==> config.mk <==
export PLATFORM = sky130hd
export DESIGN_NAME = keyed_fifo_queue_top
export DESIGN_NICKNAME = d
export VERILOG_FILES = /design/src/hw/rtl/kfq_pkg.sv /design/src/hw/rtl/kfq_ram.sv /design/src/hw/rtl/kfq_ctrl.sv /design/src/hw/rtl/keyed_fifo_queue_top.sv
export SDC_FILE = /design/constraint.sdc
export NUM_CORES = 1
export LEC_CHECK = 0
export ABC_AREA = 0
export BUFFER_PORTS_ARGS = -buffer_cell sky130_fd_sc_hd__clkbuf_2
export CAP_MARGIN = 40
export CORE_MARGIN = 3
export CORE_UTILIZATION = 40
export CTS_CLUSTER_DIAMETER = 100
export DETAILED_ROUTE_END_ITERATION = 8
export GPL_TIMING_DRIVEN = 1
export MAX_ROUTING_LAYER = met4
export PLACE_DENSITY = 0.64
export SLEW_MARGIN = 40
export SYNTH_ARGS = -nofsm -noshare
export SYNTH_HDL_FRONTEND = slang
export SYNTH_SLANG_ARGS = --single-unit
==> constraint.sdc <==
create_clock -name clk -period 9.51 [get_ports clk]
set_clock_uncertainty 0.05 [all_clocks]
set_input_delay 0.951 -clock clk [delete_from_list [all_inputs] [get_ports clk]]
set_output_delay 0.951 -clock clk [all_outputs]
set_load 0.02 [all_outputs]
==> src/hw/rtl/kfq_pkg.sv <==
`timescale 1ns / 1ps
`default_nettype none
// ----------------------------------------------------------------------------
// kfq_pkg
// Shared types and constants for the keyed FIFO queue: sizes, operation
// codes, register map, payload structs and the slot memory request.
// ----------------------------------------------------------------------------
package kfq_pkg;

    // queue geometry
    localparam int QUEUE_DEPTH = 16;
    localparam int ID_WIDTH    = 32;
    localparam int IDX_W       = $clog2(QUEUE_DEPTH);
    localparam int LEN_W       = $clog2(QUEUE_DEPTH + 1);

    localparam logic [LEN_W-1:0] LEN_FULL = LEN_W'(QUEUE_DEPTH);

    // configuration port
    localparam int PADDR_W = 3;
    localparam int PDATA_W = 32;
    localparam logic REG_WRITES_ALLOWED = 1'b0;   // word index of the register

    // operation codes
    typedef enum logic [1:0] {
        OP_ENQUEUE = 2'd0,
        OP_DEQUEUE = 2'd1,
        OP_QUERY   = 2'd2
    } op_t;

    // request payload
    typedef struct packed {
        logic [1:0]          operation;
        logic [ID_WIDTH-1:0] agent_id;
    } req_t;

    // response payload
    typedef struct packed {
        logic                ok;
        logic [IDX_W-1:0]    position;
        logic                full_res;
        logic                head_valid;
        logic [ID_WIDTH-1:0] head_id;
        logic [LEN_W-1:0]    length;
    } rsp_t;

    // slot memory access from the sequencer
    typedef struct packed {
        logic                we;
        logic [IDX_W-1:0]    waddr;
        logic [ID_WIDTH-1:0] wdata;
        logic [IDX_W-1:0]    raddr;
    } ram_req_t;

endpackage
`default_nettype wire

==> src/hw/rtl/kfq_ram.sv <==
`timescale 1ns / 1ps
`default_nettype none
// ----------------------------------------------------------------------------
// kfq_ram
// Generic single-write, single-read synchronous RAM with registered read.
// A read of the address written in the same cycle returns the old data.
// ----------------------------------------------------------------------------
module kfq_ram #(
    parameter int WIDTH = 32,
    parameter int DEPTH = 16
) (
    input  wire logic                     clk,
    input  wire logic                     we,
    input  wire logic [$clog2(DEPTH)-1:0] waddr,
    input  wire logic [WIDTH-1:0]         wdata,
    input  wire logic [$clog2(DEPTH)-1:0] raddr,
    output logic      [WIDTH-1:0]         rdata
);

    logic [WIDTH-1:0] mem [DEPTH];
    logic [WIDTH-1:0] rdata_reg;

    // write port and registered read port
    always_ff @(posedge clk)
    begin
        if (we)
        begin
            mem[waddr] <= wdata;
        end
        rdata_reg <= mem[raddr];
    end

    assign rdata = rdata_reg;

endmodule
`default_nettype wire

==> src/hw/rtl/kfq_ctrl.sv <==
`timescale 1ns / 1ps
`default_nettype none
// ----------------------------------------------------------------------------
// kfq_ctrl
// Request sequencer: scans the slot memory for the key, appends on enqueue,
// closes the gap on dequeue, and builds the response in an output register.
// ----------------------------------------------------------------------------
module kfq_ctrl
    import kfq_pkg::*;
(
    input  wire logic                clk,
    input  wire logic                rst_n,
    input  wire logic                writes_allowed,
    input  wire logic                req_valid,
    output logic                     req_ready,
    input  wire req_t                req,
    output logic                     rsp_valid,
    input  wire logic                rsp_ready,
    output rsp_t                     rsp,
    output ram_req_t                 ram_req,
    input  wire logic [ID_WIDTH-1:0] ram_rdata
);

    typedef enum logic [1:0] {
        ST_IDLE,
        ST_SCAN,
        ST_SHIFT,
        ST_REPLY
    } state_t;

    state_t              state_reg,    state_next;
    logic [1:0]          op_reg,       op_next;
    logic [ID_WIDTH-1:0] id_reg,       id_next;
    logic [LEN_W-1:0]    len_reg,      len_next;
    logic [ID_WIDTH-1:0] head_reg,     head_next;
    logic [LEN_W-1:0]    issue_reg,    issue_next;
    logic                pend_reg,     pend_next;
    logic [IDX_W-1:0]    slot_reg,     slot_next;
    logic                ok_reg,       ok_next;
    logic [IDX_W-1:0]    pos_reg,      pos_next;
    logic                full_reg,     full_next;
    logic                rsp_valid_reg, rsp_valid_next;
    rsp_t                rsp_reg,      rsp_next;

    logic             hit;
    logic             miss_done;
    logic [LEN_W-1:0] issue_prev;
    logic [LEN_W-1:0] slot_plus;

    // compare of the slot read in the previous cycle
    assign hit        = pend_reg && (ram_rdata == id_reg);
    assign miss_done  = !hit && (issue_reg == len_reg);
    assign issue_prev = issue_reg - 1'b1;
    assign slot_plus  = LEN_W'(slot_reg) + 1'b1;

    assign req_ready = (state_reg == ST_IDLE);
    assign rsp_valid = rsp_valid_reg;
    assign rsp       = rsp_reg;

    // next-state and datapath logic
    always_comb
    begin
        state_next     = state_reg;
        op_next        = op_reg;
        id_next        = id_reg;
        len_next       = len_reg;
        head_next      = head_reg;
        issue_next     = issue_reg;
        pend_next      = 1'b0;
        slot_next      = slot_reg;
        ok_next        = ok_reg;
        pos_next       = pos_reg;
        full_next      = full_reg;
        rsp_valid_next = rsp_valid_reg && !rsp_ready;
        rsp_next       = rsp_reg;
        ram_req.we     = 1'b0;
        ram_req.waddr  = slot_reg;
        ram_req.wdata  = ram_rdata;
        ram_req.raddr  = issue_reg[IDX_W-1:0];

        case (state_reg)
            ST_IDLE:
            begin
                if (req_valid)
                begin
                    op_next    = req.operation;
                    id_next    = req.agent_id;
                    ok_next    = 1'b0;
                    pos_next   = '0;
                    full_next  = 1'b0;
                    issue_next = '0;
                    case (req.operation)
                        OP_ENQUEUE:
                        begin
                            state_next = (writes_allowed && (req.agent_id != '0)) ?
                                         ST_SCAN : ST_REPLY;
                        end
                        OP_DEQUEUE:
                        begin
                            state_next = writes_allowed ? ST_SCAN : ST_REPLY;
                        end
                        OP_QUERY:
                        begin
                            state_next = ST_SCAN;
                        end
                        default:
                        begin
                            state_next = ST_REPLY;
                        end
                    endcase
                end
            end

            ST_SCAN:
            begin
                // issue the next slot read while comparing the last one
                if (!hit && (issue_reg < len_reg))
                begin
                    pend_next  = 1'b1;
                    slot_next  = issue_reg[IDX_W-1:0];
                    issue_next = issue_reg + 1'b1;
                end

                if (hit)
                begin
                    ok_next = 1'b1;
                    if (op_reg == OP_DEQUEUE)
                    begin
                        // start moving the entries behind the found slot
                        issue_next = slot_plus;
                        state_next = ST_SHIFT;
                    end
                    else
                    begin
                        pos_next   = slot_reg;
                        state_next = ST_REPLY;
                    end
                end
                else if (miss_done)
                begin
                    if (op_reg == OP_ENQUEUE)
                    begin
                        if (len_reg == LEN_FULL)
                        begin
                            full_next = 1'b1;
                        end
                        else
                        begin
                            // append at the tail
                            ram_req.we    = 1'b1;
                            ram_req.waddr = len_reg[IDX_W-1:0];
                            ram_req.wdata = id_reg;
                            if (len_reg == '0)
                            begin
                                head_next = id_reg;
                            end
                            pos_next = len_reg[IDX_W-1:0];
                            ok_next  = 1'b1;
                            len_next = len_reg + 1'b1;
                        end
                    end
                    state_next = ST_REPLY;
                end
            end

            ST_SHIFT:
            begin
                // write back the entry read last cycle one place up
                if (pend_reg)
                begin
                    ram_req.we = 1'b1;
                    if (slot_reg == '0)
                    begin
                        head_next = ram_rdata;
                    end
                end

                if (issue_reg < len_reg)
                begin
                    pend_next  = 1'b1;
                    slot_next  = issue_prev[IDX_W-1:0];
                    issue_next = issue_reg + 1'b1;
                end
                else if (!pend_reg)
                begin
                    len_next   = len_reg - 1'b1;
                    state_next = ST_REPLY;
                end
            end

            ST_REPLY:
            begin
                if (!rsp_valid_reg || rsp_ready)
                begin
                    rsp_valid_next      = 1'b1;
                    rsp_next.ok         = ok_reg;
                    rsp_next.position   = pos_reg;
                    rsp_next.full_res   = full_reg;
                    rsp_next.head_valid = (len_reg != '0);
                    rsp_next.head_id    = (len_reg != '0) ? head_reg : '0;
                    rsp_next.length     = len_reg;
                    state_next          = ST_IDLE;
                end
            end

            default:
            begin
                state_next = ST_IDLE;
            end
        endcase
    end

    // state and registered outputs
    always_ff @(posedge clk or negedge rst_n)
    begin
        if (!rst_n)
        begin
            state_reg     <= ST_IDLE;
            len_reg       <= '0;
            pend_reg      <= 1'b0;
            rsp_valid_reg <= 1'b0;
        end
        else
        begin
            state_reg     <= state_next;
            len_reg       <= len_next;
            pend_reg      <= pend_next;
            rsp_valid_reg <= rsp_valid_next;
        end
    end

    // payload registers
    always_ff @(posedge clk)
    begin
        op_reg    <= op_next;
        id_reg    <= id_next;
        head_reg  <= head_next;
        issue_reg <= issue_next;
        slot_reg  <= slot_next;
        ok_reg    <= ok_next;
        pos_reg   <= pos_next;
        full_reg  <= full_next;
        rsp_reg   <= rsp_next;
    end

endmodule
`default_nettype wire

==> src/hw/rtl/keyed_fifo_queue_top.sv <==
`timescale 1ns / 1ps
`default_nettype none
// ----------------------------------------------------------------------------
// keyed_fifo_queue_top
// Ordered queue of agent identifiers with enqueue, dequeue by key and
// position query; the queue lives in a 16-entry slot memory.
//
//   channel   direction  handshake            payload
//   req       in         req_valid/req_ready  req_t  (operation, agent_id)
//   rsp       out        rsp_valid/rsp_ready  rsp_t  (ok .. length)
//   apb       in         psel/penable/pready  writes_allowed at word 0
//
// A request is accepted in ST_IDLE, scanned in ST_SCAN with one slot read
// per cycle through the single read port of the slot memory, and answered
// from ST_REPLY; a dequeue that finds its agent first moves every agent
// behind the removed one up a place in ST_SHIFT. The next request is
// accepted once the reply is in the output register, even while it waits
// for rsp_ready.
// Reset empties the queue and sets writes_allowed; the slot memory needs no
// clearing because only entries below the length are read.
// ----------------------------------------------------------------------------
module keyed_fifo_queue_top
    import kfq_pkg::*;
(
    input  wire logic               clk,
    input  wire logic               rst_n,
    input  wire logic               req_valid,
    output logic                    req_ready,
    input  wire req_t               req,
    output logic                    rsp_valid,
    input  wire logic               rsp_ready,
    output rsp_t                    rsp,
    input  wire logic               psel,
    input  wire logic               penable,
    input  wire logic               pwrite,
    input  wire logic [PADDR_W-1:0] paddr,
    input  wire logic [PDATA_W-1:0] pwdata,
    output logic      [PDATA_W-1:0] prdata,
    output logic                    pready
);

    logic                writes_allowed_reg;
    ram_req_t            ram_req;
    logic [ID_WIDTH-1:0] ram_rdata;
    logic                cfg_wr;

    // configuration register
    assign pready = 1'b1;
    assign cfg_wr = psel && penable && pwrite && (paddr[2] == REG_WRITES_ALLOWED);

    always_ff @(posedge clk or negedge rst_n)
    begin
        if (!rst_n)
        begin
            writes_allowed_reg <= 1'b1;
        end
        else if (cfg_wr)
        begin
            writes_allowed_reg <= pwdata[0];
        end
    end

    assign prdata = (paddr[2] == REG_WRITES_ALLOWED) ?
                    PDATA_W'(writes_allowed_reg) : '0;

    // request sequencer
    kfq_ctrl u_ctrl (
        .clk            (clk),
        .rst_n          (rst_n),
        .writes_allowed (writes_allowed_reg),
        .req_valid      (req_valid),
        .req_ready      (req_ready),
        .req            (req),
        .rsp_valid      (rsp_valid),
        .rsp_ready      (rsp_ready),
        .rsp            (rsp),
        .ram_req        (ram_req),
        .ram_rdata      (ram_rdata)
    );

    // slot memory
    kfq_ram #(
        .WIDTH (ID_WIDTH),
        .DEPTH (QUEUE_DEPTH)
    ) u_slots (
        .clk   (clk),
        .we    (ram_req.we),
        .waddr (ram_req.waddr),
        .wdata (ram_req.wdata),
        .raddr (ram_req.raddr),
        .rdata (ram_rdata)
    );

endmodule
`default_nettype wire

==> results.tsv <==
stage	metric	value	unit
logic_synthesis	synthesized area	27000	sq um
floorplanning	Ports	155	
finish	ratio of cells with drive above 1 in the final layout	28.8	%
global_route	first-pass GRT wire length	92.2	mm
logic_synthesis	post-synthesis instance total	1379	
global_route	GRT overflow	0	
job	max-cap viol count	0	
logic_synthesis	number of synthesized flops with an enable pin	637	
logic_synthesis	Top FF cell, synth	edfxtp_1	
logic_synthesis	Synth top area share	70.9	%
floorplanning	die footprint	70600	sq um
finish	Ant. Diodes	0	
drt	final WL	62.8	mm
drt	wire per inst	26.0	um
power	Peak VDD IR	0.000208	V
finish	final core utilization	46.5	%
worst_setup_path	worst reg2reg path endpoint	u_slots.mem[12][16]	
timing	Worst slew margin	39.8	%
floorplanning	core area	66300	sq um
worst_setup_path	crit path launch type	register	
drt	DRC	0	
worst_setup_path	CP arrival	4.78	ns
clock_tree	CTS Root Cell	clkbuf_16	
drt	initial drt markers	1473	
worst_setup_path	Worst Path Max Fanout	64	
clock_tree	clock buffer count from CTS	70	
timing	Final Hold Violating Endpoints	0	
clock_tree	postcts setup bufs	0	
clock_tree	CTS tree	yes	
timing	TNS Setup	0	ns
placed_design	Post-DP HPWL	33.3	mm
worst_setup_path	reg2reg start	u_ctrl.id_reg[31]	
drt	met2 routed WL	29.9	mm
timing	Final Setup Violations	0	
clock_tree	Clk Latency, worst-skew pair	0.60	ns
drt	DR vias/cell	5.59	
run_status	status	finished clean	
timing	worst setup margin	4.91	ns
floorplanning	Die H	266	um
logic_synthesis	yosys warns	0	
drt	Post-DRT Antenna Nets	0	
global_route	antenna violations before repair	1	
clock_tree	post_cts resized	0	
logic_synthesis	top cells by area, synth	edfxtp_1 71%, mux4_2 13%, dfxtp_1 2.4%, nand2_1 1.6%, mux2_2 1.4%	
logic_synthesis	Mean Syn Cell Area	19.6	sq um
worst_setup_path	kind of critical path	register to register	
drt	Met3 Wirelength	4.45	mm
logic_synthesis	synthesized flop and latch total	679	
clock_tree	CTS Sinks	679	
floorplanning	num rows	94	
timing	Final Critical Period	4.60	ns
placed_design	RePlAce Congestion	0.823	
timing	RSZ-0062 raised after global routing	no	
timing	Final Max Tran Viols	0	
power	LEAKAGE	10.2	nW
global_route	GRT Util Overall	18.6	%
logic_synthesis	Seq/Total Area, Yosys	74.2	%
global_route	largest net degree at the start of global routing	70	
drt	via count	13500	
timing	Worst-Margin Slew	0.895	ns
logic_synthesis	post-synthesis async set-or-reset flop share	1.47	%
finish	filler instances	5506	
drt	wl on met1	27.3	mm
power	Pwr Density	311	nW/um^2
worst_hold_path	Hold Crit Class	input port to async pin	
clock_tree	CTS Hold Bufs	0	
logic_synthesis	top post-synthesis cells by count	637 x edfxtp_1, 160 x mux4_2, 112 x nand2_1	
drt	highest metal layer with signal wires	met4	
finish	max reg flops	512	
floorplanning	Starting Density	40.7	%
drt	total iterations of the first detailed-routing run	7	
logic_synthesis	count leader, synth	edfxtp_1	
clock_tree	CTS H-tree lvls	3	
floorplanning	die width	266	um
logic_synthesis	largest area contributor in the netlist	edfxtp_1	
worst_setup_path	worst path required time	9.68	ns
worst_setup_path	Worst R2R Path Depth	8	
worst_setup_path	reg2reg setup slack	4.91	ns
timing	fmax	217	MHz
placed_design	I/O Buffers	89	
worst_setup_path	CP Capture Type	register	
global_route	number of global-route vias before repair	13600	
clock_tree	clk slew on worst S/H paths	0.06	ns
finish	area delta synth->final	14.3	%
finish	Final nets	1596	
logic_synthesis	unique cell type count in the Yosys netlist	60	
timing	final period utilization	48.4	%
clock_tree	clk buf depth	3	
placed_design	Post-Place Worst Slack	5.00	ns
[report_power, final]
group	leakage, nW	switching (mW)	internal, mW
clock	1.12	1.10	1.59
combinational	2.90	1.62	1.05
sequential	6.15	0.205	4.03
total	10.2	2.92	6.66
[worst max-delay path by stage]
stage | startpoint | to | slack (ns) | depth (start not counted)
after CTS | u_ctrl.id_reg[31] | u_slots.mem[12][28] | 4.96 | 8
after floorplan | u_ctrl.id_reg[31] | u_slots.mem[12][0] | 3.23 | 8
after global placement | u_ctrl.id_reg[31] | u_slots.mem[8][17] | 4.85 | 8
final | u_ctrl.id_reg[31] | u_slots.mem[12][16] | 4.91 | 8
after detailed placement | u_ctrl.id_reg[31] | u_slots.mem[8][19] | 5.00 | 8
after global routing | u_ctrl.id_reg[31] | u_slots.mem[12][27] | 4.74 | 8
[critical path: stages, from the launching register on]
cell and delay [ns]:
edfxtp_1 0.45, xor2_1 0.26, or4_1 0.54, or4_1 0.52, or3_1 0.66, and3_4 0.33
buf_6 0.33, o41ai_2 0.36, buf_4 0.63
[metal layers]
layer	track usage [%]	vias up
li1	-	5724
met1	26.2	7147
met2	28.8	557
met3	2.97	94
met4	4.46	0
met5	-	-
[cells by family after synthesis]
| logic type | synth area share [%] |
|---|---|
| AO/OA/AOI/OAI | 1.37 |
| XOR/XNOR | 1.40 |
| adder cells (fa/ha/maj) | 0.863 |
| buffers and inverters | 2.15 |
| flip-flops | 74.2 |
| multiplexers | 15.1 |
| other | 0.0278 |
| AND/OR/NAND/NOR | 4.84 |
[final cells by class]
class	instances	area (sq um)	share of cell area, %
sequential	679	20000	64.9
multi-input combinational	614	6710	21.8
clock buffer	96	1960	6.36
tap	864	1080	3.50
timing repair buffer	119	697	2.26
clock inverter	31	309	1.00
inverter	18	67.6	0.219
[cells in the final DEF (no fill, tap or decap), drive strengths merged, types with 4 or more instances in the layout]
master | netlist | final
mux2 | 34 | 34
xor2 | 30 | 30
and2 | 4 | 4
and3 | 4 | 4
nor3 | 8 | 8
o31ai | 9 | 9
nor2b | 38 | 38
nand2b | 5 | 5
edfxtp | 637 | 637
inv | 17 | 20
dfrtp | 9 | 9
mux4 | 160 | 160
xnor2 | 13 | 13
buf | 55 | 30
or4 | 6 | 6
mux2i | 10 | 10
dfxtp | 32 | 32
bufinv | 0 | 5
conb | 2 | 32
a21oi | 16 | 16
o21ai | 10 | 10
clkinv | 1 | 22
nor4 | 15 | 15
ha | 17 | 17
clkbuf | 43 | 185
nand3 | 29 | 29
nand2 | 112 | 112
a21o | 4 | 4
nor2 | 17 | 17
nand4 | 11 | 11
[metrics by stage]
stage	total power [mW]	cells	cell area, sq um	hold WS, ns
floorplan	6.14	1409	27100	0.350
global placement	6.91	2294	28500	0.358
detailed placement	6.98	2294	28600	0.356
CTS	9.68	2421	30800	0.164
global route	10.0	2421	30800	0.184
finish	9.59	2421	30800	0.197
Note: power is estimated with default switching activity, not from simulation.
